`config.mk`:
```
export PLATFORM = sky130hd
export DESIGN_NAME = h264_sps_frame_size_parser
export DESIGN_NICKNAME = d
export VERILOG_FILES = /design/src/sv/sps_fs_pkg.sv /design/src/sv/h264_sps_frame_size_parser.sv /design/src/sv/sps_fs_queue.sv /design/src/sv/sps_fs_parse.sv
export SDC_FILE = /design/constraint.sdc
export NUM_CORES = 1
export LEC_CHECK = 0
export BUFFER_PORTS_ARGS = -buffer_cell sky130_fd_sc_hd__buf_2
export CAP_MARGIN = 20
export CORE_AREA = 2 2 186 371
export CTS_CLUSTER_DIAMETER = 100
export CTS_CLUSTER_SIZE = 24
export DETAILED_ROUTE_END_ITERATION = 10
export DIE_AREA = 0 0 188 373
export GPL_ROUTABILITY_DRIVEN = 0
export MAX_ROUTING_LAYER = met4
export PLACE_DENSITY = 0.54
export SYNTH_ARGS = -nofsm -noshare
export SYNTH_HDL_FRONTEND = slang
export SYNTH_SLANG_ARGS = --single-unit
```
`constraint.sdc`:
```
create_clock -name clk -period 17.9 [get_ports clk]
set_input_delay 2.685 -clock clk [delete_from_list [all_inputs] [get_ports clk]]
set_output_delay 2.685 -clock clk [all_outputs]
set_load 0.02 [all_outputs]
```
`src/sv/sps_fs_pkg.sv`:
```
// Shared types, codes and helpers for the SPS frame-size parser.
// No dependencies; every other file of the block imports this package.
package sps_fs_pkg;

  typedef struct packed {
    logic [7:0] sps_byte;
    logic       first_byte;
    logic       last_byte;
  } sps_in_t;

  typedef struct packed {
    logic [15:0] frame_width;
    logic [15:0] frame_height;
    logic [7:0]  profile_code;
    logic [1:0]  parse_status;
  } sps_out_t;

  localparam logic [1:0] ST_OK        = 2'd0;
  localparam logic [1:0] ST_TRUNCATED = 2'd1;
  localparam logic [1:0] ST_RANGE     = 2'd2;
  localparam logic [1:0] ST_LONG_CODE = 2'd3;

  localparam logic [4:0] MAX_LEADING_ZEROS = 5'd31;
  localparam int         QUEUE_DEPTH       = 2;

  typedef enum logic [5:0] {
    PH_IDLE, PH_HEADER, PH_PROFILE, PH_CONSTRAINT, PH_SPS_ID, PH_CHROMA,
    PH_SEPARATE, PH_DEPTH_LUMA, PH_DEPTH_CHROMA, PH_BYPASS, PH_MATRIX,
    PH_LIST_FLAG, PH_DELTA, PH_FRAME_NUM, PH_POC_TYPE, PH_POC_LSB,
    PH_ALWAYS_ZERO, PH_OFF_NONREF, PH_OFF_TB, PH_CYCLE_LEN, PH_OFF_REF,
    PH_NUM_REF, PH_GAPS, PH_WIDTH, PH_HEIGHT, PH_FRAME_MBS, PH_MBAFF,
    PH_DIRECT, PH_CROP_FLAG, PH_CROP_L, PH_CROP_R, PH_CROP_T, PH_CROP_B,
    PH_FINISH
  } phase_t;

  // True for fields coded as unsigned or signed Exp-Golomb values.
  function automatic logic is_code_phase(input phase_t p);
    logic r;
    unique case (p)
      PH_SPS_ID, PH_CHROMA, PH_DEPTH_LUMA, PH_DEPTH_CHROMA, PH_DELTA,
      PH_FRAME_NUM, PH_POC_TYPE, PH_POC_LSB, PH_OFF_NONREF, PH_OFF_TB,
      PH_CYCLE_LEN, PH_OFF_REF, PH_NUM_REF, PH_WIDTH, PH_HEIGHT,
      PH_CROP_L, PH_CROP_R, PH_CROP_T, PH_CROP_B: r = 1'b1;
      default: r = 1'b0;
    endcase
    return r;
  endfunction

  // Signed Exp-Golomb value modulo 256, from the code value plus one.
  function automatic logic [7:0] se_low8(input logic [31:0] vp1);
    return vp1[0] ? (8'd0 - vp1[8:1]) : vp1[8:1];
  endfunction

endpackage

```
`src/sv/h264_sps_frame_size_parser.sv`:
```
// Top level of the H.264 SPS frame-size parser: input queue plus bit-serial
// parser. Depends on sps_fs_pkg, sps_fs_queue and sps_fs_parse.
//
//   Channel  Ports                           Transaction
//   input    in_valid, in_stall, in_data     one byte of an SPS unit
//   output   out_valid, out_stall, out_data  size, profile, status of a unit
//
// The field sequencer consumes a single bit per clock unless a result is
// blocked at the output, so each accepted byte is parsed bit by bit; a byte
// ignored between units is popped without being parsed, and a unit that
// reaches the end of the crop fields takes a finish step for the size check.
// Reset (rst_n low, synchronous) empties the queue and leaves the parser idle.
// A two-entry queue takes new bytes while the parser works; a held result
// stalls the parser only when the next result is ready to be written.
module h264_sps_frame_size_parser (
  input  logic                 clk,
  input  logic                 rst_n,
  input  logic                 in_valid,
  output logic                 in_stall,
  input  sps_fs_pkg::sps_in_t  in_data,
  output logic                 out_valid,
  input  logic                 out_stall,
  output sps_fs_pkg::sps_out_t out_data
);
  import sps_fs_pkg::*;

  logic    q_valid, q_pop;
  sps_in_t q_data;

  // Front: buffers bytes so the host is held only when the queue is full.
  sps_fs_queue u_queue (
    .clk      (clk),
    .rst_n    (rst_n),
    .in_valid (in_valid),
    .in_stall (in_stall),
    .in_data  (in_data),
    .q_valid  (q_valid),
    .q_data   (q_data),
    .q_pop    (q_pop)
  );

  // Back: walks the SPS fields and produces one result per unit.
  sps_fs_parse u_parse (
    .clk       (clk),
    .rst_n     (rst_n),
    .q_valid   (q_valid),
    .q_data    (q_data),
    .q_pop     (q_pop),
    .out_valid (out_valid),
    .out_stall (out_stall),
    .out_data  (out_data)
  );

endmodule

```
`src/sv/sps_fs_queue.sv`:
```
// Front part of the SPS frame-size parser: a short input queue.
// Depends on sps_fs_pkg for the input transaction type.
module sps_fs_queue (
  input  logic               clk,
  input  logic               rst_n,
  input  logic               in_valid,
  output logic               in_stall,
  input  sps_fs_pkg::sps_in_t in_data,
  output logic               q_valid,
  output sps_fs_pkg::sps_in_t q_data,
  input  logic               q_pop
);
  import sps_fs_pkg::*;

  sps_in_t    mem_r [QUEUE_DEPTH];
  logic       wp_r, wp_nxt, rp_r, rp_nxt;
  logic [1:0] cnt_r, cnt_nxt;
  logic       push;

  assign in_stall = (cnt_r == 2'(QUEUE_DEPTH));
  assign push     = in_valid && !in_stall;
  assign q_valid  = (cnt_r != 2'd0);
  assign q_data   = mem_r[rp_r];

  always_comb begin
    wp_nxt  = push ? ~wp_r : wp_r;
    rp_nxt  = q_pop ? ~rp_r : rp_r;
    cnt_nxt = cnt_r + 2'(push) - 2'(q_pop);
  end

  always_ff @(posedge clk) begin
    if (!rst_n) begin
      wp_r  <= 1'b0;
      rp_r  <= 1'b0;
      cnt_r <= 2'd0;
    end else begin
      wp_r  <= wp_nxt;
      rp_r  <= rp_nxt;
      cnt_r <= cnt_nxt;
    end
  end

  always_ff @(posedge clk) begin
    if (push) begin
      mem_r[wp_r] <= in_data;
    end
  end

endmodule

```
`src/sv/sps_fs_parse.sv`:
```
// Back part of the SPS frame-size parser: bit-serial field sequencer with
// Exp-Golomb decoding and the result register. Depends on sps_fs_pkg.
module sps_fs_parse (
  input  logic                clk,
  input  logic                rst_n,
  input  logic                q_valid,
  input  sps_fs_pkg::sps_in_t q_data,
  output logic                q_pop,
  output logic                out_valid,
  input  logic                out_stall,
  output sps_fs_pkg::sps_out_t out_data
);
  import sps_fs_pkg::*;

  phase_t      phase_r, phase_nxt;
  logic [4:0]  skip_r, skip_nxt, zrun_r, zrun_nxt;
  logic        sfx_r, sfx_nxt;
  logic [31:0] acc_r, acc_nxt;
  logic [7:0]  prof_r, prof_nxt;
  logic [3:0]  lidx_r, lidx_nxt;
  logic [6:0]  ent_r, ent_nxt;
  logic [7:0]  prior_r, prior_nxt;
  logic        prog_r, prog_nxt;
  logic [31:0] wmb_r, wmb_nxt, hu_r, hu_nxt, offl_r, offl_nxt;
  logic [34:0] ch_r, ch_nxt, cv_r, cv_nxt;
  logic        busy_r, busy_nxt, last_r, last_nxt;
  logic [7:0]  byte_r, byte_nxt;
  logic [2:0]  bit_r, bit_nxt;
  logic        out_valid_r;
  sps_out_t    out_r;

  logic        b, code_done, emit, adv, out_free, ended;
  logic [1:0]  em_status;
  logic [7:0]  em_prof;
  logic [31:0] vp1, v32;
  logic [32:0] c2;
  logic [7:0]  up;
  logic [6:0]  ent_dec;
  logic [35:0] fw;
  logic [36:0] fh;
  logic [35:0] cv;
  logic [38:0] dw, dh;
  logic        size_ok;

  assign out_valid = out_valid_r;
  assign out_data  = out_r;
  assign out_free  = !out_valid_r || !out_stall;
  assign b         = byte_r[bit_r];

  always_comb begin
    fw      = {wmb_r, 4'b0};
    fh      = prog_r ? {1'b0, hu_r, 4'b0} : {hu_r, 5'b0};
    cv      = prog_r ? {1'b0, cv_r} : {cv_r, 1'b0};
    dw      = 39'(fw) - 39'(ch_r);
    dh      = 39'(fh) - 39'(cv);
    size_ok = !dw[38] && (dw[37:16] == 22'd0) && !dh[38] && (dh[37:16] == 22'd0);
  end

  always_comb begin
    phase_nxt = phase_r;  skip_nxt = skip_r;  zrun_nxt = zrun_r;
    sfx_nxt = sfx_r;      acc_nxt = acc_r;    prof_nxt = prof_r;
    lidx_nxt = lidx_r;    ent_nxt = ent_r;    prior_nxt = prior_r;
    prog_nxt = prog_r;    wmb_nxt = wmb_r;    hu_nxt = hu_r;
    offl_nxt = offl_r;    ch_nxt = ch_r;      cv_nxt = cv_r;
    busy_nxt = busy_r;    last_nxt = last_r;  byte_nxt = byte_r;
    bit_nxt = bit_r;
    emit = 1'b0;  em_status = ST_OK;  code_done = 1'b0;  vp1 = 32'd1;
    ended = 1'b0;  q_pop = 1'b0;
    v32 = 32'd0;  c2 = 33'd0;  up = 8'd0;  ent_dec = 7'd0;

    if (busy_r && phase_r == PH_FINISH) begin
      emit = 1'b1;
      em_status = size_ok ? ST_OK : ST_RANGE;
      ended = 1'b1;
    end else if (busy_r) begin
      if (is_code_phase(phase_r)) begin
        if (!sfx_r) begin
          if (!b) begin
            if (zrun_r >= MAX_LEADING_ZEROS) begin
              emit = 1'b1;  em_status = ST_LONG_CODE;  ended = 1'b1;
            end else begin
              zrun_nxt = zrun_r + 5'd1;
            end
          end else if (zrun_r == 5'd0) begin
            code_done = 1'b1;  vp1 = 32'd1;
          end else begin
            sfx_nxt = 1'b1;  skip_nxt = zrun_r;  acc_nxt = 32'd1;
          end
        end else begin
          acc_nxt  = {acc_r[30:0], b};
          skip_nxt = skip_r - 5'd1;
          if (skip_r == 5'd1) begin
            code_done = 1'b1;  vp1 = acc_nxt;
            sfx_nxt = 1'b0;  zrun_nxt = 5'd0;  acc_nxt = 32'd0;
          end
        end
        v32     = vp1 - 32'd1;
        c2      = {vp1, 1'b0} - 33'd2;
        up      = prior_r + se_low8(vp1);
        ent_dec = (ent_r != 7'd0) ? ent_r - 7'd1 : 7'd0;
        if (code_done) begin
          unique case (phase_r)
            PH_SPS_ID: phase_nxt = (prof_r == 8'd100 || prof_r == 8'd110 ||
                                    prof_r == 8'd122 || prof_r == 8'd144)
                                   ? PH_CHROMA : PH_FRAME_NUM;
            PH_CHROMA: phase_nxt = (vp1 == 32'd4) ? PH_SEPARATE : PH_DEPTH_LUMA;
            PH_DEPTH_LUMA: phase_nxt = PH_DEPTH_CHROMA;
            PH_DEPTH_CHROMA: phase_nxt = PH_BYPASS;
            PH_DELTA: begin
              if (up != 8'd0) prior_nxt = up;
              ent_nxt = ent_dec;
              if (up == 8'd0 || ent_dec == 7'd0) begin
                lidx_nxt  = lidx_r + 4'd1;
                phase_nxt = (lidx_nxt >= 4'd8) ? PH_FRAME_NUM : PH_LIST_FLAG;
              end
            end
            PH_FRAME_NUM: phase_nxt = PH_POC_TYPE;
            PH_POC_TYPE: begin
              if (vp1 == 32'd1) phase_nxt = PH_POC_LSB;
              else if (vp1 == 32'd2) phase_nxt = PH_ALWAYS_ZERO;
              else phase_nxt = PH_NUM_REF;
            end
            PH_POC_LSB: phase_nxt = PH_NUM_REF;
            PH_OFF_NONREF: phase_nxt = PH_OFF_TB;
            PH_OFF_TB: phase_nxt = PH_CYCLE_LEN;
            PH_CYCLE_LEN: begin
              offl_nxt  = v32;
              phase_nxt = (v32 == 32'd0) ? PH_NUM_REF : PH_OFF_REF;
            end
            PH_OFF_REF: begin
              offl_nxt = offl_r - 32'd1;
              if (offl_r == 32'd1) phase_nxt = PH_NUM_REF;
            end
            PH_NUM_REF: phase_nxt = PH_GAPS;
            PH_WIDTH: begin wmb_nxt = vp1; phase_nxt = PH_HEIGHT; end
            PH_HEIGHT: begin hu_nxt = vp1; phase_nxt = PH_FRAME_MBS; end
            PH_CROP_L: begin ch_nxt = 35'(c2); phase_nxt = PH_CROP_R; end
            PH_CROP_R: begin ch_nxt = ch_r + 35'(c2); phase_nxt = PH_CROP_T; end
            PH_CROP_T: begin cv_nxt = 35'(c2); phase_nxt = PH_CROP_B; end
            PH_CROP_B: begin cv_nxt = cv_r + 35'(c2); phase_nxt = PH_FINISH; end
            default: begin emit = 1'b1; em_status = ST_TRUNCATED; ended = 1'b1; end
          endcase
        end
      end else begin
        unique case (phase_r)
          PH_HEADER: begin
            skip_nxt = skip_r - 5'd1;
            if (skip_r == 5'd1) begin phase_nxt = PH_PROFILE; skip_nxt = 5'd8; end
          end
          PH_PROFILE: begin
            prof_nxt = {prof_r[6:0], b};
            skip_nxt = skip_r - 5'd1;
            if (skip_r == 5'd1) begin phase_nxt = PH_CONSTRAINT; skip_nxt = 5'd16; end
          end
          PH_CONSTRAINT: begin
            skip_nxt = skip_r - 5'd1;
            if (skip_r == 5'd1) phase_nxt = PH_SPS_ID;
          end
          PH_SEPARATE: phase_nxt = PH_DEPTH_LUMA;
          PH_BYPASS: phase_nxt = PH_MATRIX;
          PH_MATRIX: begin
            if (b) begin lidx_nxt = 4'd0; phase_nxt = PH_LIST_FLAG; end
            else phase_nxt = PH_FRAME_NUM;
          end
          PH_LIST_FLAG: begin
            if (b) begin
              ent_nxt   = (lidx_r < 4'd6) ? 7'd16 : 7'd64;
              prior_nxt = 8'd8;
              phase_nxt = PH_DELTA;
            end else begin
              lidx_nxt  = lidx_r + 4'd1;
              phase_nxt = (lidx_nxt >= 4'd8) ? PH_FRAME_NUM : PH_LIST_FLAG;
            end
          end
          PH_ALWAYS_ZERO: phase_nxt = PH_OFF_NONREF;
          PH_GAPS: phase_nxt = PH_WIDTH;
          PH_FRAME_MBS: begin
            prog_nxt  = b;
            phase_nxt = b ? PH_DIRECT : PH_MBAFF;
          end
          PH_MBAFF: phase_nxt = PH_DIRECT;
          PH_DIRECT: phase_nxt = PH_CROP_FLAG;
          PH_CROP_FLAG: phase_nxt = b ? PH_CROP_L : PH_FINISH;
          default: begin emit = 1'b1; em_status = ST_TRUNCATED; ended = 1'b1; end
        endcase
      end
      bit_nxt = bit_r - 3'd1;
      if (!ended && phase_nxt != PH_FINISH && bit_r == 3'd0) begin
        busy_nxt = 1'b0;
        if (last_r) begin
          emit = 1'b1;  em_status = ST_TRUNCATED;  ended = 1'b1;
        end
      end
    end

    if (ended) begin
      phase_nxt = PH_IDLE;
      busy_nxt  = 1'b0;
    end

    // The reported profile includes a profile bit taken in this very cycle.
    em_prof = prof_nxt;
    adv = !emit || out_free;

    if (q_valid && !busy_nxt && adv) begin
      q_pop = 1'b1;
      if (q_data.first_byte) begin
        phase_nxt = PH_HEADER;  skip_nxt = 5'd8;  zrun_nxt = 5'd0;
        sfx_nxt = 1'b0;   acc_nxt = 32'd0;  prof_nxt = 8'd0;
        lidx_nxt = 4'd0;  ent_nxt = 7'd0;   prior_nxt = 8'd8;
        prog_nxt = 1'b1;  wmb_nxt = 32'd0;  hu_nxt = 32'd0;
        offl_nxt = 32'd0; ch_nxt = 35'd0;   cv_nxt = 35'd0;
      end
      if (q_data.first_byte || phase_nxt != PH_IDLE) begin
        busy_nxt = 1'b1;
        byte_nxt = q_data.sps_byte;
        last_nxt = q_data.last_byte;
        bit_nxt  = 3'd7;
      end
    end
  end

  always_ff @(posedge clk) begin
    if (!rst_n) begin
      phase_r     <= PH_IDLE;
      busy_r      <= 1'b0;
      out_valid_r <= 1'b0;
      sfx_r       <= 1'b0;
      zrun_r      <= 5'd0;
      skip_r      <= 5'd0;
    end else begin
      if (adv) begin
        phase_r <= phase_nxt;
        busy_r  <= busy_nxt;
        sfx_r   <= sfx_nxt;
        zrun_r  <= zrun_nxt;
        skip_r  <= skip_nxt;
      end
      if (out_free) begin
        out_valid_r <= emit;
      end
    end
  end

  always_ff @(posedge clk) begin
    if (adv) begin
      acc_r <= acc_nxt;   prof_r <= prof_nxt;   lidx_r <= lidx_nxt;
      ent_r <= ent_nxt;   prior_r <= prior_nxt; prog_r <= prog_nxt;
      wmb_r <= wmb_nxt;   hu_r <= hu_nxt;       offl_r <= offl_nxt;
      ch_r <= ch_nxt;     cv_r <= cv_nxt;       last_r <= last_nxt;
      byte_r <= byte_nxt; bit_r <= bit_nxt;
    end
    if (emit && out_free) begin
      out_r.frame_width  <= (em_status == ST_OK) ? dw[15:0] : 16'd0;
      out_r.frame_height <= (em_status == ST_OK) ? dh[15:0] : 16'd0;
      out_r.profile_code <= em_prof;
      out_r.parse_status <= em_status;
    end
  end

  a_finish_busy: assert property (@(posedge clk) disable iff (!rst_n)
    phase_r == PH_FINISH |-> busy_r) else $error("finish step without a byte");
  a_suffix_count: assert property (@(posedge clk) disable iff (!rst_n)
    sfx_r |-> skip_r != 5'd0) else $error("suffix active with no bits left");
  a_list_index: assert property (@(posedge clk) disable iff (!rst_n)
    phase_r == PH_LIST_FLAG |-> lidx_r < 4'd8) else $error("scaling list index overrun");
  a_emit_hold: assert property (@(posedge clk) disable iff (!rst_n)
    emit && !out_free |=> $stable(phase_r)) else $error("parser moved while result blocked");

endmodule
```
==> metrics.yaml, run 1 <==
total_leakage_power_nw: 11.3
count_of_boundary_i_o_pins: 58
power.ir.vdd_worst_v: 0.000109
sequential_cell_area_mm2: 0.00948
yosys_register_bits: 324
p_switching_mw: 1.87
viasPerCell: 6.26
fillerInstances: 6801
postRouteWirelength_um: 91500
std_cell_rows: 135
die-width_um: 188
run_status: "completed"
synth_top_cells_by_area: "sky130_fd_sc_hd__edfxtp_1 (34%), sky130_fd_sc_hd__ha_1 (7.4%), sky130_fd_sc_hd__a21oi_1 (5.3%), sky130_fd_sc_hd__nor2_1 (5.1%), sky130_fd_sc_hd__nand2_1 (3.9%)"
share_of_the_clock_period_used_by_the_worst_path_after_layout_pct: 51.4
synthFlopType: "sky130_fd_sc_hd__edfxtp_1"
synth_top_area_share_pct: 33.6
globalRoute.totalOverflow: 0
setup_repair_after_global_routing_missed_its_margin: "false"
grt_pass1_vias: 23400
crit_path_cell_trace: "ha_1 > or4b_1 > nor2_4 > buf_4 > nand2_1 > inv_1 > ha_1 > clkinv_1 > nor2_1 > a31oi_1 > o21a_1 > or4_1 > nor4_1 > a31oi_1 > o31a_4 > o21ai_4 > buf_12 > buf_4"
critical-path-slowest-cell: "sky130_fd_sc_hd__buf_4"
slew_headroom_pct: 21.0
finalHoldViolations: 0
remaining_design_rule_violation_count: 0
port_buffers: 57
setup_ws_ns: 8.70
chipHeight_um: 373
detailedRoute.firstIterationViolations: 2439
syn-mean-instance-area_um2: 8.51
num-nets-final: 3264
clock-sinks: 324
per_cell_routed_wire_length_um: 23.0
crit_path_end_kind: "register"
most_instantiated_library_cell_after_synthesis: "sky130_fd_sc_hd__nor2_1"
worst_margin_slew_ns: 1.16
worst_path_largest_cell_delay_ns: 0.88
async_flop_share_pct: 0
power.combinational.fraction_pct: 59.3
largest_net_degree_at_the_start_of_global_routing: 151
period_needed_ns: 9.20
cts-root-to-sink-buffers: 3
worst_setup_hold_path_clk_slew_ns: 0.12
finalSetupViolCount: 0
max-cap-violations: 0
cts-hold-fix-buffers: 0
syn_to_final_growth_pct: 6.53
yosys_warns: 0
synth_fp_nets: 3311
clockPowerShare_pct: 11.4
remaining_antenna_violation_count: 0
buffers_inserted_during_post_cts_setup_optimization: 0
crit_arrival_ns: 9.39
min-delay-path-class: "reg -> reg"
worst-path-max-fanout: 150
dpl.hpwl_um: 67000
multi_input_comb_area_mm2: 0.0162
maximum_operating_frequency_ghz: 0.109
core_mm2: 0.0674
place_ws_ns: 9.00
internal_power_contribution_mw: 2.02
vias: 24900
crit_required_ns: 18.09
timing.final.max_slew_violations: 0
worst_path_dominant_cell_family: "simple AND/OR/NAND/NOR gates"
fin_hold_ws_ns: 0.508
worstSkewPairLatency_ns: 0.57
dpl.cell_count: 3961
initial_antenna_violation_count: 0
distinct_cell_type_count_of_the_synthesized_netlist: 95
die_area_mm2: 0.0701
setup_tns_ns: 0
power_switching_share_pct: 48.1
synth_enable_flop_cells: 299
cts_made_buffers: 17
grt_pass1_wl_um: 141000
cts_max_level: 1
cellPowerDensity_mw_per_mm2: 137
layout-drive-gt1-share_pct: 7.98
initial_utilization_pct: 39.6
antennaDiodeCount: 0
grtUsageTotal_pct: 26.1
tritoncts: "built"
cts_resized: 0
syn_area_mm2: 0.0267
crit_path_start_kind: "register"
cts-root-buf: "sky130_fd_sc_hd__clkbuf_16"
worst-path-buf-inv: 5
synthCells: 3137
sequential_element_share_of_the_synthesized_area_pct: 35.5
drt_pass1_iterations: 6
synth.top_cells.by_count: "sky130_fd_sc_hd__nor2_1 (363), sky130_fd_sc_hd__edfxtp_1 (299), sky130_fd_sc_hd__a21oi_1 (282), sky130_fd_sc_hd__nand2_1 (275), sky130_fd_sc_hd__clkbuf_1 (167)"
fin_skew_ns: 0.0340
yosys.area.top_type: "sky130_fd_sc_hd__edfxtp_1"
final_cells: 3985
share_seq_of_total_power_pct: 29.3
crit_type: "reg -> reg"
-- worst register-to-register path, delay by kind of cell, from the launching register on --
kind,cells,cell delay (ns)
compound gates,5,1.93
flops,1,0.46
buf+inv,5,2.83
simple gates,6,2.65
fa+ha+maj,2,0.90
-- power by group through the flow --
stage | Clock [mW] | Combinational (mW) | Sequential [mW]
2_1_floorplan | 0 | 1.62 | 1.13
3_5_place_dp | 0 | 2.27 | 1.16
5_1_grt | 0.482 | 2.52 | 1.16
4_1_cts | 0.458 | 2.28 | 1.14
6_report | 0.443 | 2.31 | 1.14
3_3_place_gp | 0 | 2.26 | 1.16
-- path summary, 6_finish.rpt --
path / start / end / slack [ns] / depth (start not counted)
setup reg to reg: u_parse.skip_r[0]$_SDFFE_PN0N_ / u_parse.wmb_r[27]$_DFFE_PN_ / 8.70 / 18
hold reg to reg: u_parse.skip_r[1]$_SDFFE_PN0N_ / u_parse.skip_r[1]$_SDFFE_PN0N_ / 0.51 / 2
setup / recovery: u_parse.skip_r[0]$_SDFFE_PN0N_ / u_parse.wmb_r[27]$_DFFE_PN_ / 8.70 / 18
hold / removal: u_parse.skip_r[1]$_SDFFE_PN0N_ / u_parse.skip_r[1]$_SDFFE_PN0N_ / 0.51 / 2
-- registers in the layout, summed over array words and instances (netlist names), 20 cells and up, named ones only --
name,count
u_parse.acc_r,31
u_queue.mem_r,20
u_parse.hu_r,32
u_parse.wmb_r,32
u_parse.ch_r,35
u_parse.offl_r,32
u_parse.cv_r,35
u_parse.out_data,42
-- logic make-up after synthesis --
logic type | synth area share [%]
AOI/OAI and AO/OA | 24.3
DFF | 35.5
buffers and inverters | 4.40
adders and majority gates | 7.58
xor gates and xnor gates | 3.83
muxes | 4.12
and+or+nand+nor | 20.2
-- placed cells by master, fill, tap and decap left out, types with 17 or more instances in the layout --
cell,instances
sky130_fd_sc_hd__mux2i_1,47
sky130_fd_sc_hd__a21o_1,42
sky130_fd_sc_hd__a221oi_1,51
sky130_fd_sc_hd__nor3_1,109
sky130_fd_sc_hd__nor4_1,26
sky130_fd_sc_hd__edfxtp_1,299
sky130_fd_sc_hd__clkbuf_16,17
sky130_fd_sc_hd__nand2b_1,39
sky130_fd_sc_hd__a31oi_1,50
sky130_fd_sc_hd__a211oi_1,52
sky130_fd_sc_hd__mux2_2,52
sky130_fd_sc_hd__inv_1,118
sky130_fd_sc_hd__o21a_1,32
sky130_fd_sc_hd__nand3_1,119
sky130_fd_sc_hd__nor2b_1,36
sky130_fd_sc_hd__or3_1,17
sky130_fd_sc_hd__and3_1,27
sky130_fd_sc_hd__xor2_1,52
sky130_fd_sc_hd__nor2_1,361
sky130_fd_sc_hd__nand2_1,275
sky130_fd_sc_hd__nand4_1,30
sky130_fd_sc_hd__ha_1,157
sky130_fd_sc_hd__a21oi_1,279
sky130_fd_sc_hd__o211ai_1,20
sky130_fd_sc_hd__xnor2_1,62
sky130_fd_sc_hd__o21ai_0,162
sky130_fd_sc_hd__buf_4,63
sky130_fd_sc_hd__a22oi_1,58
sky130_fd_sc_hd__o22ai_1,23
sky130_fd_sc_hd__o21bai_1,17
sky130_fd_sc_hd__buf_2,57
sky130_fd_sc_hd__and2_1,29
sky130_fd_sc_hd__dfxtp_1,25
-- per-layer routing --
metal / part of all wire, % / global-route usage [%] / up-vias
met3: 5.4 / 1.72 / 129
met4: 3.6 / 8.94 / 0
li1: - / - / 11700
met1: 44 / 34.5 / 12100
met2: 47 / 42.2 / 930
met5: 0 / - / -
-- per-stage QoR --
step / cell area, um^2 / utilization (%) / power, mW
2_1_floorplan: 26700 / - / 2.74
3_3_place_gp: 28000 / 41.5 / 3.42
3_5_place_dp: 28000 / 41.5 / 3.43
4_1_cts: 28500 / 42.2 / 3.88
5_1_grt: 28500 / 42.2 / 4.16
6_report: 28500 / 42.2 / 3.90
-- cell type report --
cell class	count	area share, %
multi-input combinational	2505	56.8
sequential	324	33.3
tap	890	3.91
timing repair buffer	121	2.74
inverter	121	1.60
clock buffer	21	1.55
clock inverter	3	0.0923
Power figures use the tool's default switching activity.
==> run 2: changes to the inputs <==
ABC_AREA = 1   (was not set)
CORE_AREA = 2 2 187 373   (was 2 2 186 371)
DIE_AREA = 0 0 189 375   (was 0 0 188 373)
PLACE_DENSITY = 0.56   (was 0.54)
clock period = 7.9 ns   (was 17.9 ns; I/O delays follow)
==> metrics.yaml, run 2 <==
run_status: "completed"
crit_path_end_kind: "register"
viasPerCell: 5.60  # -11%
postRouteWirelength_um: 89400  # -2.2%
remaining_design_rule_violation_count: 0  # unchanged
holdCritStartpoint: "u_queue.rp_r$_SDFFE_PN0N_"
layout.cells.most_common: "sky130_fd_sc_hd__nand2_1"
reg2reg_depth: 41  # +23
yosys_warns: 0  # unchanged
per_cell_routed_wire_length_um: 19.7  # -14%
placed_cell_area_mm2: 0.0281  # +0.43%
r2r_setup_slack_ns: 1.19  # -7.51 ns
cts_max_level: 1  # unchanged
worst_path_largest_cell_delay_ns: 0.56  # -0.32 ns
die_area_mm2: 0.0709  # +1.1%
path_depth: 41  # +23
sequential_element_share_of_the_synthesized_area_pct: 35.1  # -0.34 points
crit_type: "reg -> reg"
std_cell_rows: 136  # +0.74%
worstSkewPairLatency_ns: 0.58  # about the same
remaining_antenna_violation_count: 0  # unchanged
largest_net_degree_at_the_start_of_global_routing: 154  # +2.0%
synth_top_area_share_pct: 33.3  # -0.32 points
yosys_register_bits: 324  # unchanged
cts_resized: 0  # unchanged
layout.cells.most_common_list: "sky130_fd_sc_hd__nand2_1 (781), sky130_fd_sc_hd__nor2_1 (423), sky130_fd_sc_hd__inv_1 (415)"
crit_arrival_ns: 7.01  # -2.38 ns
crit-reg2reg-launch: "u_parse.skip_r[1]$_SDFFE_PN0N_"
worst_path_dominant_cell_family: "simple AND/OR/NAND/NOR gates"
grt_pass1_wl_um: 137000  # -2.8%
detailedRoute.firstIterationViolations: 2132  # -13%
slew_headroom_pct: 23.1  # +2.1 points
drt_pass1_iterations: 6  # unchanged
setup_tns_ns: 0  # unchanged
die-width_um: 189  # +0.53%
total_leakage_power_nw: 13.0  # +14%
fin_skew_ns: 0.0349  # +0.000930 ns
clock-sinks: 324  # unchanged
distinct_cell_type_count_of_the_synthesized_netlist: 74  # -22%
yosys.area.top_type: "sky130_fd_sc_hd__edfxtp_1"
maximum_operating_frequency_ghz: 0.149  # +37%
synth_top_cells_by_area: "sky130_fd_sc_hd__edfxtp_1 (33%), sky130_fd_sc_hd__nand2_1 (11%), sky130_fd_sc_hd__ha_1 (7.3%), sky130_fd_sc_hd__o21ai_0 (6.1%), sky130_fd_sc_hd__nor2_1 (5.9%)"
synthFlopType: "sky130_fd_sc_hd__edfxtp_1"
r2r-end: "u_parse.offl_r[14]$_DFFE_PN_"
count_of_boundary_i_o_pins: 58  # unchanged
num-nets-final: 3820  # +17%
cts-root-buf: "sky130_fd_sc_hd__clkbuf_16"
worst_hold_path.num_cells: 1  # -1
layout-drive-gt1-share_pct: 7.34  # -0.64 points
utilization_pct: 41.9  # -0.30 points
worst-path-buf-inv: 7  # +2
syn_area_mm2: 0.0270  # +0.97%
share_of_the_clock_period_used_by_the_worst_path_after_layout_pct: 84.9  # +34 points
chipHeight_um: 375  # +0.54%
cts_made_buffers: 17  # unchanged
syn_to_final_growth_pct: 6.07
grt_pass1_vias: 23600  # +0.65%
largest_register_ff_count: 42  # unchanged
final_cell_area_mm2: 0.0286  # +0.53%
buffers_inserted_during_post_cts_setup_optimization: 0  # unchanged
synthCells: 3661  # +17%
worst_margin_slew_ns: 1.14  # -0.0108 ns
synth_fp_nets: 3835  # +16%
async_flop_share_pct: 0  # unchanged
max-cap-violations: 0  # unchanged
vias: 25500  # +2.2%
dpl.hpwl_um: 66600  # -0.59%
synth.top_cells.by_count: "sky130_fd_sc_hd__nand2_1 (781), sky130_fd_sc_hd__nor2_1 (426), sky130_fd_sc_hd__inv_1 (415), sky130_fd_sc_hd__o21ai_0 (329), sky130_fd_sc_hd__a21oi_1 (314)"
power.ir.vdd_worst_v: 0.000262  # +140%
worst-path-max-fanout: 75  # -50%
core_mm2: 0.0682  # +1.2%
initial_antenna_violation_count: 1  # +1
finalHoldViolations: 0  # unchanged
crit_path_start_kind: "register"
worst_setup_hold_path_clk_slew_ns: 0.10  # -0.02 ns
cellPowerDensity_mw_per_mm2: 406  # +200%
cts-hold-fix-buffers: 0  # unchanged
crit_required_ns: 8.21  # -9.88 ns
tritoncts: "built"
syn-mean-instance-area_um2: 7.37  # -13%
setup_repair_after_global_routing_missed_its_margin: "false"
period_needed_ns: 6.71  # -2.49 ns
min-delay-path-class: "reg -> reg"
finalSetupViolCount: 0  # unchanged
initial_utilization_pct: 39.5  # -0.11 points
synth_enable_flop_cells: 299  # unchanged
most_instantiated_library_cell_after_synthesis: "sky130_fd_sc_hd__nand2_1"
critical-path-slowest-cell: "sky130_fd_sc_hd__inv_6"
timing.final.max_slew_violations: 0  # unchanged
grtUsageTotal_pct: 25.3  # -0.76 points
fillerInstances: 7067  # +3.9%
cts-root-to-sink-buffers: 3  # unchanged
crit_top_cell: "sky130_fd_sc_hd__nand2_1"
globalRoute.totalOverflow: 0  # unchanged
port_buffers: 57  # unchanged
==> run 2: area by class of cell <==
type / count / area [um^2] / area share (%)
multi-input combinational: 2767 / 15200 / 53.2
inverter: 436 / 1640 / 5.75
clock inverter: 3 / 47.5 / 0.166
antenna: 1 / 2.50 / 0.00875
tap: 897 / 1120 / 3.92
timing repair buffer: 100 / 646 / 2.26
sequential: 324 / 9480 / 33.1
clock buffer: 23 / 448 / 1.57
==> run 2: cell families (layout without fill, tap and decap cells) <==
family	Yosys count	after routing	share of synthesized area [%]
muxes	15	15	0.599
xor gates and xnor gates	83	83	2.70
DFF	324	324	35.1
adders and majority gates	160	160	7.51
other	0	1	0
AOI/OAI and AO/OA	971	971	21.3
and+or+nand+nor	1538	1538	24.2
buffers and inverters	570	562	8.54
==> run 2: worst max-delay path by stage <==
stage / startpoint / endpoint / slack [ns]
after floorplan: u_parse.skip_r[1]$_SDFFE_PN0N_ / u_parse.skip_r[2]$_SDFFE_PN0N_ / 0.65
after global placement: u_parse.skip_r[1]$_SDFFE_PN0N_ / u_parse.cv_r[15]$_DFFE_PN_ / 1.40
after detailed placement: u_parse.skip_r[1]$_SDFFE_PN0N_ / register / 1.25
after CTS: u_parse.skip_r[1]$_SDFFE_PN0N_ / register / 1.21
after global routing: u_parse.skip_r[1]$_SDFFE_PN0N_ / register / 0.52
final: u_parse.skip_r[1]$_SDFFE_PN0N_ / u_parse.offl_r[14]$_DFFE_PN_ / 1.19
==> run 2: power breakdown <==
| group | total (mW) | leakage [nW] | internal, mW | switching [mW] |
|---|---|---|---|---|
| Clock | 1.06 | 0.240 | 0.440 | 0.618 |
| Sequential | 3.25 | 3.62 | 2.75 | 0.505 |
| Combinational | 7.31 | 9.11 | 2.66 | 4.65 |
| Total | 11.6 | 13.0 | 5.85 | 5.78 |
==> run 2: stage by stage <==
stage / hold slack [ns] / worst slack, ns / power [mW] / std cells
2_1_floorplan: 0.425 / 0.654 / 8.82 / 3661
4_1_cts: 0.462 / 1.21 / 11.6 / 4550
3_5_place_dp: 0.451 / 1.25 / 10.5 / 4524
6_report: 0.464 / 1.19 / 11.6 / 4551
3_3_place_gp: 0.434 / 1.40 / 10.4 / 4524
5_1_grt: 0.472 / 0.517 / 12.7 / 4551
==> run 2: per-layer routing <==
metal / global-route usage [%] / up-vias / routed length, um
met1: 31.7 / 11800 / 37800
met4: 13.7 / 0 / 5470
met2: 39.9 / 904 / 40600
met5: - / - / 0
met3: 2.84 / 204 / 5650
li1: - / 12600 / -
==> run 2: worst reg2reg max path: cells and delay by family (launching register included) <==
family / cells / cell delay, ns
buffers and inverters: 7 / 1.47
DFF: 1 / 0.34
adders and majority gates: 3 / 0.78
and+or+nand+nor: 30 / 3.69
xor gates and xnor gates: 1 / 0.18
